===== src/design/sha256_pkg.sv =====
// Shared types, constants and round functions for the SHA-256 message hasher.
// No dependencies; imported by every module of the block.
package sha256_pkg;

    localparam int unsigned WORD_W       = 32;
    localparam int unsigned BYTES_W      = 3;
    localparam logic [31:0] MAX_MSG_BYTES = 32'h7FFF_FFFF;
    localparam logic [7:0]  PAD_BYTE      = 8'h80;
    localparam logic [2:0]  FULL_WORD_BYTES = 3'd4;

    // Class of a queued word
    typedef enum logic [1:0] {
        CLS_DATA      = 2'd0,   // ordinary message word
        CLS_LAST_FULL = 2'd1,   // last word, four bytes, pad word still owed
        CLS_LAST_PART = 2'd2    // last word, pad byte already merged in
    } sha256_cls_t;

    typedef struct packed {
        logic [31:0]  word;
        sha256_cls_t  cls;
        logic [31:0]  byte_count;   // running count, valid on last word
        logic         overflow;     // valid on last word
    } sha256_entry_t;

    localparam logic [31:0] IV [8] = '{
        32'h6a09e667, 32'hbb67ae85, 32'h3c6ef372, 32'ha54ff53a,
        32'h510e527f, 32'h9b05688c, 32'h1f83d9ab, 32'h5be0cd19
    };

    localparam logic [31:0] ROUND_K [64] = '{
        32'h428a2f98, 32'h71374491, 32'hb5c0fbcf, 32'he9b5dba5,
        32'h3956c25b, 32'h59f111f1, 32'h923f82a4, 32'hab1c5ed5,
        32'hd807aa98, 32'h12835b01, 32'h243185be, 32'h550c7dc3,
        32'h72be5d74, 32'h80deb1fe, 32'h9bdc06a7, 32'hc19bf174,
        32'he49b69c1, 32'hefbe4786, 32'h0fc19dc6, 32'h240ca1cc,
        32'h2de92c6f, 32'h4a7484aa, 32'h5cb0a9dc, 32'h76f988da,
        32'h983e5152, 32'ha831c66d, 32'hb00327c8, 32'hbf597fc7,
        32'hc6e00bf3, 32'hd5a79147, 32'h06ca6351, 32'h14292967,
        32'h27b70a85, 32'h2e1b2138, 32'h4d2c6dfc, 32'h53380d13,
        32'h650a7354, 32'h766a0abb, 32'h81c2c92e, 32'h92722c85,
        32'ha2bfe8a1, 32'ha81a664b, 32'hc24b8b70, 32'hc76c51a3,
        32'hd192e819, 32'hd6990624, 32'hf40e3585, 32'h106aa070,
        32'h19a4c116, 32'h1e376c08, 32'h2748774c, 32'h34b0bcb5,
        32'h391c0cb3, 32'h4ed8aa4a, 32'h5b9cca4f, 32'h682e6ff3,
        32'h748f82ee, 32'h78a5636f, 32'h84c87814, 32'h8cc70208,
        32'h90befffa, 32'ha4506ceb, 32'hbef9a3f7, 32'hc67178f2
    };

    function automatic logic [31:0] big_sigma0(input logic [31:0] x);
        big_sigma0 = {x[1:0], x[31:2]} ^ {x[12:0], x[31:13]} ^ {x[21:0], x[31:22]};
    endfunction

    function automatic logic [31:0] big_sigma1(input logic [31:0] x);
        big_sigma1 = {x[5:0], x[31:6]} ^ {x[10:0], x[31:11]} ^ {x[24:0], x[31:25]};
    endfunction

    function automatic logic [31:0] small_sigma0(input logic [31:0] x);
        small_sigma0 = {x[6:0], x[31:7]} ^ {x[17:0], x[31:18]} ^ {3'b000, x[31:3]};
    endfunction

    function automatic logic [31:0] small_sigma1(input logic [31:0] x);
        small_sigma1 = {x[16:0], x[31:17]} ^ {x[18:0], x[31:19]} ^ {10'b0, x[31:10]};
    endfunction

endpackage


===== src/design/sha256_front.sv =====
// Front end: takes message words, counts bytes, merges the pad byte into a
// short last word and tags each word for the back end. Uses sha256_pkg.
module sha256_front
    import sha256_pkg::*;
(
    input  logic          clk,
    input  logic          rst_n,
    input  logic          in_valid,
    output logic          in_ready,
    input  logic [31:0]   data_word,
    input  logic [2:0]    bytes_valid,
    input  logic          last_word,
    output logic          q_valid,
    input  logic          q_ready,
    output sha256_entry_t q_entry
);

    logic [31:0] count_reg, count_next;
    logic        ovf_reg, ovf_next;
    logic [2:0]  nvalid;
    logic [2:0]  add_bytes;
    logic [31:0] sum;
    logic [31:0] word;
    logic        accept;

    assign in_ready = q_ready;
    assign q_valid  = in_valid;
    assign accept   = in_valid & q_ready;

    // oversized byte counts act as a full word
    assign nvalid    = (bytes_valid > FULL_WORD_BYTES) ? FULL_WORD_BYTES : bytes_valid;
    assign add_bytes = last_word ? nvalid : FULL_WORD_BYTES;
    assign sum       = count_reg + {29'b0, add_bytes};

    always_comb
    begin
        count_next = count_reg;
        ovf_next   = ovf_reg;
        if (!ovf_reg)
        begin
            count_next = sum;
            ovf_next   = (sum > MAX_MSG_BYTES);
        end
    end

    always_comb
    begin
        case (nvalid)
            3'd0:    word = {PAD_BYTE, 24'h0};
            3'd1:    word = {data_word[31:24], PAD_BYTE, 16'h0};
            3'd2:    word = {data_word[31:16], PAD_BYTE, 8'h0};
            3'd3:    word = {data_word[31:8], PAD_BYTE};
            default: word = data_word;
        endcase
    end

    always_comb
    begin
        q_entry.byte_count = count_next;
        q_entry.overflow   = ovf_next;
        if (!last_word)
        begin
            q_entry.word = data_word;
            q_entry.cls  = CLS_DATA;
        end
        else if (nvalid == FULL_WORD_BYTES)
        begin
            q_entry.word = data_word;
            q_entry.cls  = CLS_LAST_FULL;
        end
        else
        begin
            q_entry.word = word;
            q_entry.cls  = CLS_LAST_PART;
        end
    end

    always_ff @(posedge clk or negedge rst_n)
    begin
        if (!rst_n)
        begin
            count_reg <= '0;
            ovf_reg   <= 1'b0;
        end
        else if (accept)
        begin
            if (last_word)
            begin
                count_reg <= '0;
                ovf_reg   <= 1'b0;
            end
            else
            begin
                count_reg <= count_next;
                ovf_reg   <= ovf_next;
            end
        end
    end

endmodule


===== src/design/sha256_queue.sv =====
// Small register FIFO between front and back end.
// Uses sha256_pkg for the entry type.
module sha256_queue
    import sha256_pkg::*;
#(
    parameter int unsigned DEPTH = 2
)
(
    input  logic          clk,
    input  logic          rst_n,
    input  logic          push_valid,
    output logic          push_ready,
    input  sha256_entry_t push_entry,
    output logic          pop_valid,
    input  logic          pop_ready,
    output sha256_entry_t pop_entry
);

    localparam int unsigned PTR_W = (DEPTH > 1) ? $clog2(DEPTH) : 1;
    localparam int unsigned CNT_W = $clog2(DEPTH + 1);
    localparam logic [PTR_W-1:0] LAST_PTR = PTR_W'(DEPTH - 1);
    localparam logic [CNT_W-1:0] FULL_CNT = CNT_W'(DEPTH);

    sha256_entry_t       slot_reg [DEPTH];
    logic [PTR_W-1:0]    wr_ptr_reg, rd_ptr_reg;
    logic [CNT_W-1:0]    fill_reg;
    logic                do_push, do_pop;

    assign push_ready = (fill_reg != FULL_CNT);
    assign pop_valid  = (fill_reg != '0);
    assign pop_entry  = slot_reg[rd_ptr_reg];
    assign do_push    = push_valid & push_ready;
    assign do_pop     = pop_valid & pop_ready;

    always_ff @(posedge clk)
    begin
        if (do_push)
            slot_reg[wr_ptr_reg] <= push_entry;
    end

    always_ff @(posedge clk or negedge rst_n)
    begin
        if (!rst_n)
        begin
            wr_ptr_reg <= '0;
            rd_ptr_reg <= '0;
            fill_reg   <= '0;
        end
        else
        begin
            if (do_push)
                wr_ptr_reg <= (wr_ptr_reg == LAST_PTR) ? '0 : wr_ptr_reg + 1'b1;
            if (do_pop)
                rd_ptr_reg <= (rd_ptr_reg == LAST_PTR) ? '0 : rd_ptr_reg + 1'b1;
            if (do_push && !do_pop)
                fill_reg <= fill_reg + 1'b1;
            else if (do_pop && !do_push)
                fill_reg <= fill_reg - 1'b1;
        end
    end

endmodule


===== src/design/sha256_core.sv =====
// Back end: block window, padding sequencer, one-round-per-cycle compression,
// chaining state and the digest output register. Uses sha256_pkg.
module sha256_core
    import sha256_pkg::*;
(
    input  logic          clk,
    input  logic          rst_n,
    input  logic          q_valid,
    output logic          q_ready,
    input  sha256_entry_t q_entry,
    output logic          out_valid,
    input  logic          out_ready,
    output logic [63:0]   digest_part_0,
    output logic [63:0]   digest_part_1,
    output logic [63:0]   digest_part_2,
    output logic [63:0]   digest_part_3,
    output logic          too_long
);

    typedef enum logic [3:0] {
        ST_ABSORB = 4'b0001,
        ST_PAD    = 4'b0010,
        ST_ROUND  = 4'b0100,
        ST_FINAL  = 4'b1000
    } core_state_t;

    core_state_t state_reg, state_next;
    core_state_t ret_reg, ret_next;
    logic [3:0]  words_reg, words_next;
    logic [5:0]  round_reg, round_next;
    logic        pend80_reg, pend80_next;
    logic        hi_done_reg, hi_done_next;
    logic        final_reg, final_next;
    logic        ovf_reg, ovf_next;
    logic [31:0] count_reg, count_next;

    logic [31:0] win_reg   [16];
    logic [31:0] var_reg   [8];
    logic [31:0] var_next  [8];
    logic [31:0] chain_reg [8];
    logic [31:0] chain_next[8];
    logic [31:0] sum_w     [8];

    logic        out_valid_reg, out_valid_next;
    logic [63:0] dig_reg [4];
    logic        too_long_reg;
    logic        out_load;

    logic        push_en, shift_en, load_vars, chain_wr, out_busy;
    logic [31:0] push_word, shift_in, sched_w, t1, t2;
    logic [31:0] len_hi, len_lo;

    assign q_ready   = (state_reg == ST_ABSORB);
    assign out_busy  = out_valid_reg & ~out_ready;
    assign len_hi    = {29'b0, count_reg[31:29]};
    assign len_lo    = {count_reg[28:0], 3'b000};

    assign sched_w = win_reg[0] + small_sigma0(win_reg[1]) + win_reg[9]
                   + small_sigma1(win_reg[14]);
    assign t1 = var_reg[7] + big_sigma1(var_reg[4])
              + ((var_reg[4] & var_reg[5]) ^ (~var_reg[4] & var_reg[6]))
              + ROUND_K[round_reg] + win_reg[0];
    assign t2 = big_sigma0(var_reg[0])
              + ((var_reg[0] & var_reg[1]) ^ (var_reg[0] & var_reg[2])
                 ^ (var_reg[1] & var_reg[2]));

    always_comb
    begin
        for (int i = 0; i < 8; i++)
            sum_w[i] = chain_reg[i] + var_reg[i];
    end

    always_comb
    begin
        state_next   = state_reg;
        ret_next     = ret_reg;
        words_next   = words_reg;
        round_next   = round_reg;
        pend80_next  = pend80_reg;
        hi_done_next = hi_done_reg;
        final_next   = final_reg;
        ovf_next     = ovf_reg;
        count_next   = count_reg;
        push_en      = 1'b0;
        push_word    = '0;
        load_vars    = 1'b0;
        chain_wr     = 1'b0;
        out_load     = 1'b0;
        chain_next   = sum_w;
        for (int i = 0; i < 8; i++)
            var_next[i] = var_reg[i];

        case (state_reg)
            ST_ABSORB:
            begin
                if (q_valid)
                begin
                    push_en   = 1'b1;
                    push_word = q_entry.word;
                    if (q_entry.cls != CLS_DATA)
                    begin
                        count_next  = q_entry.byte_count;
                        ovf_next    = q_entry.overflow;
                        pend80_next = (q_entry.cls == CLS_LAST_FULL);
                        state_next  = ST_PAD;
                    end
                    if (words_reg == 4'd15)
                    begin
                        load_vars  = 1'b1;
                        ret_next   = (q_entry.cls == CLS_DATA) ? ST_ABSORB : ST_PAD;
                        state_next = ST_ROUND;
                    end
                end
            end
            ST_PAD:
            begin
                push_en = 1'b1;
                if (pend80_reg)
                begin
                    push_word   = {PAD_BYTE, 24'h0};
                    pend80_next = 1'b0;
                end
                else if (hi_done_reg)
                begin
                    push_word  = len_lo;
                    final_next = 1'b1;
                end
                else if (words_reg == 4'd14)
                begin
                    push_word    = len_hi;
                    hi_done_next = 1'b1;
                end
                if (words_reg == 4'd15)
                begin
                    load_vars  = 1'b1;
                    ret_next   = ST_PAD;
                    state_next = ST_ROUND;
                end
            end
            ST_ROUND:
            begin
                var_next[7] = var_reg[6];
                var_next[6] = var_reg[5];
                var_next[5] = var_reg[4];
                var_next[4] = var_reg[3] + t1;
                var_next[3] = var_reg[2];
                var_next[2] = var_reg[1];
                var_next[1] = var_reg[0];
                var_next[0] = t1 + t2;
                round_next  = round_reg + 1'b1;
                if (round_reg == 6'd63)
                    state_next = ST_FINAL;
            end
            ST_FINAL:
            begin
                if (!final_reg)
                begin
                    chain_wr   = 1'b1;
                    state_next = ret_reg;
                end
                else if (!out_busy)
                begin
                    // digest out, then back to the reset state
                    out_load     = 1'b1;
                    chain_wr     = 1'b1;
                    chain_next   = IV;
                    pend80_next  = 1'b0;
                    hi_done_next = 1'b0;
                    final_next   = 1'b0;
                    ovf_next     = 1'b0;
                    state_next   = ST_ABSORB;
                end
            end
            default:
            begin
                state_next = ST_ABSORB;
            end
        endcase

        if (push_en)
            words_next = words_reg + 1'b1;
        if (load_vars)
            var_next = chain_reg;
    end

    assign shift_en = push_en | (state_reg == ST_ROUND);
    assign shift_in = push_en ? push_word : sched_w;

    always_comb
    begin
        out_valid_next = out_valid_reg & ~out_ready;
        if (out_load)
            out_valid_next = 1'b1;
    end

    // payload storage
    always_ff @(posedge clk)
    begin
        if (shift_en)
        begin
            for (int i = 0; i < 15; i++)
                win_reg[i] <= win_reg[i + 1];
            win_reg[15] <= shift_in;
        end
        for (int i = 0; i < 8; i++)
            var_reg[i] <= var_next[i];
        count_reg <= count_next;
        if (out_load)
        begin
            for (int i = 0; i < 4; i++)
                dig_reg[i] <= ovf_reg ? 64'h0 : {sum_w[2 * i], sum_w[2 * i + 1]};
            too_long_reg <= ovf_reg;
        end
    end

    always_ff @(posedge clk or negedge rst_n)
    begin
        if (!rst_n)
        begin
            state_reg     <= ST_ABSORB;
            ret_reg       <= ST_ABSORB;
            words_reg     <= '0;
            round_reg     <= '0;
            pend80_reg    <= 1'b0;
            hi_done_reg   <= 1'b0;
            final_reg     <= 1'b0;
            ovf_reg       <= 1'b0;
            out_valid_reg <= 1'b0;
            chain_reg     <= IV;
        end
        else
        begin
            state_reg     <= state_next;
            ret_reg       <= ret_next;
            words_reg     <= words_next;
            round_reg     <= round_next;
            pend80_reg    <= pend80_next;
            hi_done_reg   <= hi_done_next;
            final_reg     <= final_next;
            ovf_reg       <= ovf_next;
            out_valid_reg <= out_valid_next;
            if (chain_wr)
                chain_reg <= chain_next;
        end
    end

    assign out_valid     = out_valid_reg;
    assign digest_part_0 = dig_reg[0];
    assign digest_part_1 = dig_reg[1];
    assign digest_part_2 = dig_reg[2];
    assign digest_part_3 = dig_reg[3];
    assign too_long      = too_long_reg;

    // compression always starts on a full block
    a_round_block_full: assert property (@(posedge clk) disable iff (!rst_n)
        (state_reg == ST_ROUND) |-> (words_reg == 4'd0))
        else $error("compression running on a partial block");

    // round counter is idle outside the rounds
    a_round_idle: assert property (@(posedge clk) disable iff (!rst_n)
        (state_reg != ST_ROUND) |-> (round_reg == 6'd0))
        else $error("round counter out of step with state");

    // a finished digest waits while the output register is held
    a_final_holds: assert property (@(posedge clk) disable iff (!rst_n)
        (state_reg == ST_FINAL && final_reg && out_busy) |=> (state_reg == ST_FINAL))
        else $error("digest dropped while output stalled");

    // after a digest the chaining state is back at the initial values
    a_chain_reinit: assert property (@(posedge clk) disable iff (!rst_n)
        out_load |=> (chain_reg[0] == IV[0] && chain_reg[7] == IV[7]
                      && words_reg == 4'd0 && out_valid_reg))
        else $error("state not restored after digest");

endmodule


===== src/design/sha256_message_hasher.sv =====
// SHA-256 message hasher, top level: front end, word queue and back end.
// Each block is absorbed word by word into the block window, then compressed by the
// single compression datapath, one round per cycle, and added into the chaining state;
// the back end takes no new words while a block is being compressed.
// Reset (rst_n low, asynchronous): queue empty, counters clear, chain at the IV.
// No clearing pass is needed; the block window is always filled before use.
module sha256_message_hasher
    import sha256_pkg::*;
#(
    parameter int unsigned QUEUE_DEPTH = 2
)
(
    input  logic        clk,
    input  logic        rst_n,
    input  logic        in_valid,
    output logic        in_ready,
    input  logic [31:0] data_word,
    input  logic [2:0]  bytes_valid,
    input  logic        last_word,
    output logic        out_valid,
    input  logic        out_ready,
    output logic [63:0] digest_part_0,
    output logic [63:0] digest_part_1,
    output logic [63:0] digest_part_2,
    output logic [63:0] digest_part_3,
    output logic        too_long
);

    // front end -> queue
    logic          fq_valid, fq_ready;
    sha256_entry_t fq_entry;
    // queue -> back end
    logic          qb_valid, qb_ready;
    sha256_entry_t qb_entry;

    // Front end classifies each transfer: plain word, full last word (pad
    // word owed) or short last word (pad byte merged). It also keeps the
    // byte count and the too-long flag, which travel with the last word.
    sha256_front u_front (
        .clk         (clk),
        .rst_n       (rst_n),
        .in_valid    (in_valid),
        .in_ready    (in_ready),
        .data_word   (data_word),
        .bytes_valid (bytes_valid),
        .last_word   (last_word),
        .q_valid     (fq_valid),
        .q_ready     (fq_ready),
        .q_entry     (fq_entry)
    );

    // Queue lets input transfers continue while the back end runs rounds.
    sha256_queue #(
        .DEPTH (QUEUE_DEPTH)
    ) u_queue (
        .clk        (clk),
        .rst_n      (rst_n),
        .push_valid (fq_valid),
        .push_ready (fq_ready),
        .push_entry (fq_entry),
        .pop_valid  (qb_valid),
        .pop_ready  (qb_ready),
        .pop_entry  (qb_entry)
    );

    // Back end takes words only between compressions, generates the
    // remaining pad and length words itself, and holds the digest in an
    // output register so the next message can start while it waits.
    sha256_core u_core (
        .clk           (clk),
        .rst_n         (rst_n),
        .q_valid       (qb_valid),
        .q_ready       (qb_ready),
        .q_entry       (qb_entry),
        .out_valid     (out_valid),
        .out_ready     (out_ready),
        .digest_part_0 (digest_part_0),
        .digest_part_1 (digest_part_1),
        .digest_part_2 (digest_part_2),
        .digest_part_3 (digest_part_3),
        .too_long      (too_long)
    );

endmodule


===== config.mk =====
export PLATFORM = sky130hd
export DESIGN_NAME = sha256_message_hasher
export DESIGN_NICKNAME = d
export VERILOG_FILES = /design/src/design/sha256_pkg.sv /design/src/design/sha256_front.sv /design/src/design/sha256_queue.sv /design/src/design/sha256_core.sv /design/src/design/sha256_message_hasher.sv
export SDC_FILE = /design/constraint.sdc
export NUM_CORES = 2
export LEC_CHECK = 0
export BUFFER_PORTS_ARGS = -buffer_cell sky130_fd_sc_hd__buf_2
export CORE_MARGIN = 3
export CORE_UTILIZATION = 57
export DETAILED_ROUTE_END_ITERATION = 6
export PLACE_DENSITY = 0.82
export SYNTH_ARGS = -nofsm -noshare
export SYNTH_HDL_FRONTEND = slang
export SYNTH_SLANG_ARGS = --single-unit

===== constraint.sdc =====
create_clock -name clk -period 12.05 [get_ports clk]
set_clock_uncertainty 0.15 [all_clocks]
set_input_delay 0 -clock clk [delete_from_list [all_inputs] [get_ports clk]]
set_output_delay 0 -clock clk [all_outputs]
set_load 0.1 [all_outputs]

# --- Word-level counts from Yosys, hierarchy flattened ---
# Memory sizes are Yosys's and may differ from the RTL's.
# Index checks and enable logic that the tools add are counted.
# Widths: inputs -> output; s select.
totals:
  in_bits: 40
  rom_bits: 2048
  wordCells: 201
  register_bits: 349
  mem_bits_rw: 1158
  memories: 5
  out_inout_bits: 259
memory_table:
  columns: ["name", "words", "width", "rd", "rd_ports_with_merged_regs", "wr", "line_no", "rtl"]
  rows:
  - ["(name not given)", 64, 32, 1, 0, 0, "sha256_core.sv:62", "+ ROUND_K[round_reg] + win_reg[0];"]
  - ["u_core.win_reg", 16, 32, 16, 0, 16, "sha256_core.sv:37", "logic [31:0] win_reg [16];"]
  - ["u_core.dig_reg", 4, 64, 4, 0, 4, "sha256_core.sv:45", "logic [63:0] dig_reg [4];"]
  - ["u_core.var_reg", 8, 32, 8, 0, 8, "sha256_core.sv:38", "logic [31:0] var_reg [8];"]
  - ["u_queue.slot_reg", 2, 67, 1, 0, 1, "sha256_queue.sv:24", "sha256_entry_t slot_reg [DEPTH];"]
op_classes:
  n_reduce_logical: 20
  n_mux: 77
  order_cmp: 3
  eq_ne: 24
  add_sub_neg: 25
  bitwise_logic: 23
ops:
  columns: ["cell", "n"]
  rows:
  - ["$mux 256", 5]
  - ["$add 32x32->32", 18]
  - ["$xor 32x32->32", 9]
  - ["$mux 32", 8]
  - ["$mux 64", 4]
  - ["$and 32x32->32", 5]
  - ["$pmux 32 s4", 1]
  - ["$mux 34", 2]
  - ["$pmux 32 s2", 1]
  - ["$mux 4", 10]
  - ["$add 32x3->32", 1]
  - ["$gt 32x31->1 const B", 1]
  - ["$mux 1", 32]
  - ["$not 32->32", 1]
  - ["$xor 32x22->32", 1]
  - ["$xor 32x29->32", 1]
  - ["$pmux 4 s4", 1]
  - ["$reduce_and 5->1", 3]
  - ["$ne 2x1->1 const B", 7]
  - ["$eq 4x4->1 const B", 3]
  - ["$reduce_bool 2->1", 6]
  - ["$pmux 1 s2", 5]
  - ["$mux 3", 3]
  - ["$pmux 4 s2", 1]
  - ["31 further kinds", 43]

# --- Longest topological paths before layout ---
# An unclocked memory read counts as a cell.
logic_depth:
  word_depth: 10
  ltp_mapped: 40
  ltp_nobuf: 38

# --- Cells and area by module ---
# From an unflattened synthesis, not the netlist that was laid out.
unflattened:
  cells_unflattened: 7502
  hier_area_um2: 83334.9
by_module_without_submodules:
  columns: ["module", "cells_each", "area_per_inst_um2", "seq_area_each_um2", "n_inst"]
  rows:
  - ["sha256_core", 6922, 75334.8, 38844.8, 1]
  - ["sha256_queue", 227, 5119.9, 4124.0, 1]
  - ["sha256_front", 353, 2880.3, 825.8, 1]

# --- Worst setup path after synthesis ---
# Ideal clock, no wire load.
synth_path:
  path_type: "register to register"
  start: "register u_core.state_reg[2]"
  end: "memory u_core.dig_reg[0][0] (enable)"
  slack_ns: -0.797
  synth_period_minus_slack_ns: 12.847
  setup_ns: 0.884
  arrival_time_ns: 11.814
  path_stages_with_launch: 5
  t_required_ns: 11.016
  n_path_buf: 0
  path_cell_list: "dfrtp_1 > nand2b_1 > nor3_1 > nand2_1 > nor2_1"
synth_lines:
  columns: ["element", "line_no", "rtl"]
  rows:
  - ["from (decl)", "sha256_core.sv:27", "core_state_t state_reg, state_next;"]
  - ["from (signal assigned)", "sha256_core.sv:233", "state_reg <= state_next;"]
  - ["to (decl)", "sha256_core.sv:45", null]

==> results.toml <==
[outcome]
status = "finished, violations left"
failed_checks = "design-rule violations"

[cells_and_area]
largest_reg_flops = 512
fin_nets = 8184
layout-drive-gt1-share = 0.111
fin_cells = 9577
final_area_um2 = 91000
area_growth_pct = 11.7
multi_input_area_um2 = 35300
final_common_cell = "edfxtp_1"
mostFrequentLayoutCells = "1191 x edfxtp_1, 1006 x nand2_1, 608 x nor2_1, 519 x a21oi_1, 416 x o21ai_0"
ff_latch_area_um2 = 43800
n_fill_cell = 10600

[yosys]
synth_area_leaders = "edfxtp_1 44%, ha_1 6.1%, dfrtp_1 5.4%, fa_1 4.8%, nand2_1 4.6%"
synth_cell_type_count = 87
synth_warnings = 0
ys_ff_latch = 1505
synth_edf_count = 1191
synth_ff_type = "edfxtp_1"
syn_area_um2 = 81400
yosysTopAreaCell = "edfxtp_1"
yosysTopAreaCellShare = 0.439
syn-instance-count = 7262
syn_nets = 7896
avgSynthCellArea_um2 = 11.2
ys_seq_area_frac = 0.538
synth-async-reset-ratio = 0.209

[min_path]
hold_path.class = "input pin to flip-flop"

[timing]
fmax_ghz = 0.0975
maxSlewViolCount = 0
slew_headroom = 0.210
tightest_slew_ns = 1.18
tns_ns = 0
period_needed_ns = 10.26
holdWs_ns = 0.0408
rsz0062_at_grt = "false"
hold_viol_final = 0
finalCritPeriodShare = 0.851
setup_viol = 0

[place]
placed_cell_area_um2 = 84700
dp_cells = 9202
dp_hpwl_um = 184000
numPortBuffers = 298
gp_congestion = 1.03

[pwr]
cellInternalPower_mw = 8.65
netSwitchingFraction = 0.218
combPwrFrac = 0.024
ir_drop_uv = 140
power_switching_mw = 2.41
power_density_nw_per_um2 = 122
clkPwrFrac = 0.456
cellLeakagePower_nw = 37.1
power.share.sequential = 0.519

[routing]
drt_pass1_iterations = 7
via_per_inst = 6.29
vias = 60200
drc = 9
drt-wirelength-per-cell_um = 26.6
drtIter0Drc = 7402
routed_wirelength_um = 255000
antenna_left = 0

[floorplanning]
pin_count = 299
coreArea_um2 = 142000
die_h_um = 384
start_util = 0.574
dieArea_um2 = 147000
fp.dieW_um = 384
placementRows = 138

[clock_tree]
cts_resized = 0
cts.clk_slew.worst_paths_ns = 0.06
insertion_delay_ns = 0.84
cts_buffers = 155
clock_path_buffers = 3
cts_sinks = 1505
cts_root_buf = "clkbuf_16"
cts-htree-levels = 4
cts_tree = "yes"

[global_route]
grt_first_pass_wirelength_um = 376000
grt_use_total = 0.343
grt_pass1_vias = 57900
grt_max_degree = 159
antenna_found_initial = 8
gr-total-overflow = 0

[flow_run]
drv_cap = 0

[setup_path]
endpoint_kind = "flip-flop"
crit_slowest_cell = "o41ai_1"
worst-path-max-fanout = 16
start_kind = "flip-flop"
critPathRequiredTime_ns = 12.43
worst_ep_arrival_time_ns = 10.64
cpPeakStageDelay_ns = 0.82
rrSetupSlack_ns = 1.79
critical_path_class = "flip-flop to flip-flop"
## cell type report
cell class                 count  share of cell area
clock buffer                 192              0.0455
inverter                     326              0.0135
timing repair buffer         441              0.0311
multi-input combinational   5121               0.388
tap                         1890              0.0260
clock inverter                98              0.0139
antenna                        4            0.000110
sequential                  1505               0.482
## cell usage after synthesis, drive strengths merged (59+ instances only)
cell type  number
a21o          163
a21oi         519
clkbuf        282
dfrtp         176
dfstp         138
edfxtp       1191
fa            196
ha            398
inv           322
mux2i          62
nand2        1008
nand2b         59
nand3          75
nor2          612
nor2b          71
nor3           79
o21a           71
o21ai         420
xnor2         407
xor2          226
## routing by layer
| metal | wire length (um) | share of wire | global-route usage | vias up |
|---|---|---|---|---|
| met1 | 101000 | 0.40 | 0.470 | 29500 |
| met2 | 112000 | 0.44 | 0.513 | 3524 |
| met5 | 27 | 0.00011 | 0 | - |
| met4 | 15400 | 0.060 | 0.174 | 4 |
| li1 | - | - | - | 26400 |
| met3 | 27100 | 0.11 | 0.0826 | 719 |
## worst max-delay path, delay by kind of cell (launching register included)
family	cells	cell delay [ns]
AOI/OAI and AO/OA	17	3.88
adders and majority gates	7	3.12
and+or+nand+nor	6	1.34
buffers and inverters	4	0.67
xor gates and xnor gates	2	0.44
DFF	1	0.34
## kinds of logic (layout without fill, tap and decap cells)
group                    count (synthesis)  in the layout  share of synthesized area
AND/OR/NAND/NOR                       2102           2102                      0.110
AO/OA/AOI/OAI                         1660           1660                      0.128
flip-flops                            1505           1505                      0.538
buffers and inverters                  636           1057                     0.0293
XOR/XNOR                               633            633                     0.0681
adder cells (fa/ha/maj)                618            618                      0.112
multiplexers                           108            108                     0.0141
other                                    0              4                          0
## through the flow
| step | total power, mW | utilization | setup slack, ns |
|---|---|---|---|
| floorplan | 5.99 | - | 3.04 |
| global placement | 6.07 | 0.598 | 2.07 |
| detailed placement | 6.09 | 0.598 | 2.02 |
| CTS | 11.1 | 0.642 | 1.88 |
| global route | 11.3 | 0.642 | 0.986 |
| finish | 11.1 | 0.642 | 1.79 |
## final timing paths
check,cells past startpoint,from,to
setup / recovery,36,u_core.round_reg[0],u_core.var_reg[0][31]
hold / removal,4,data_word[15],u_queue.slot_reg[0][50]
setup reg to reg,36,u_core.round_reg[0],u_core.var_reg[0][31]
hold reg to reg,0,u_core.win_reg[1][239],u_core.win_reg[1][207]
max in group asynchronous,6,rst_n,u_core.ovf_reg
min in group asynchronous,3,rst_n,u_core.chain_reg[78]
## what timing repair did
item / CTS / global route
endpoints found under the hold margin: 216 / 0
setup buffers: 0 / 0
hold buffers: 81 / 0
## power by group through the flow
stage / clock network (mW) / registers, mW / logic (mW)
6_report: 5.04 / 5.74 / 0.268
4_1_cts: 5.11 / 5.74 / 0.268
3_5_place_dp: 0 / 5.85 / 0.242
3_3_place_gp: 0 / 5.84 / 0.236
2_1_floorplan: 0 / 5.84 / 0.149
5_1_grt: 5.30 / 5.75 / 0.293
Note: power is estimated with default switching activity, not from simulation.
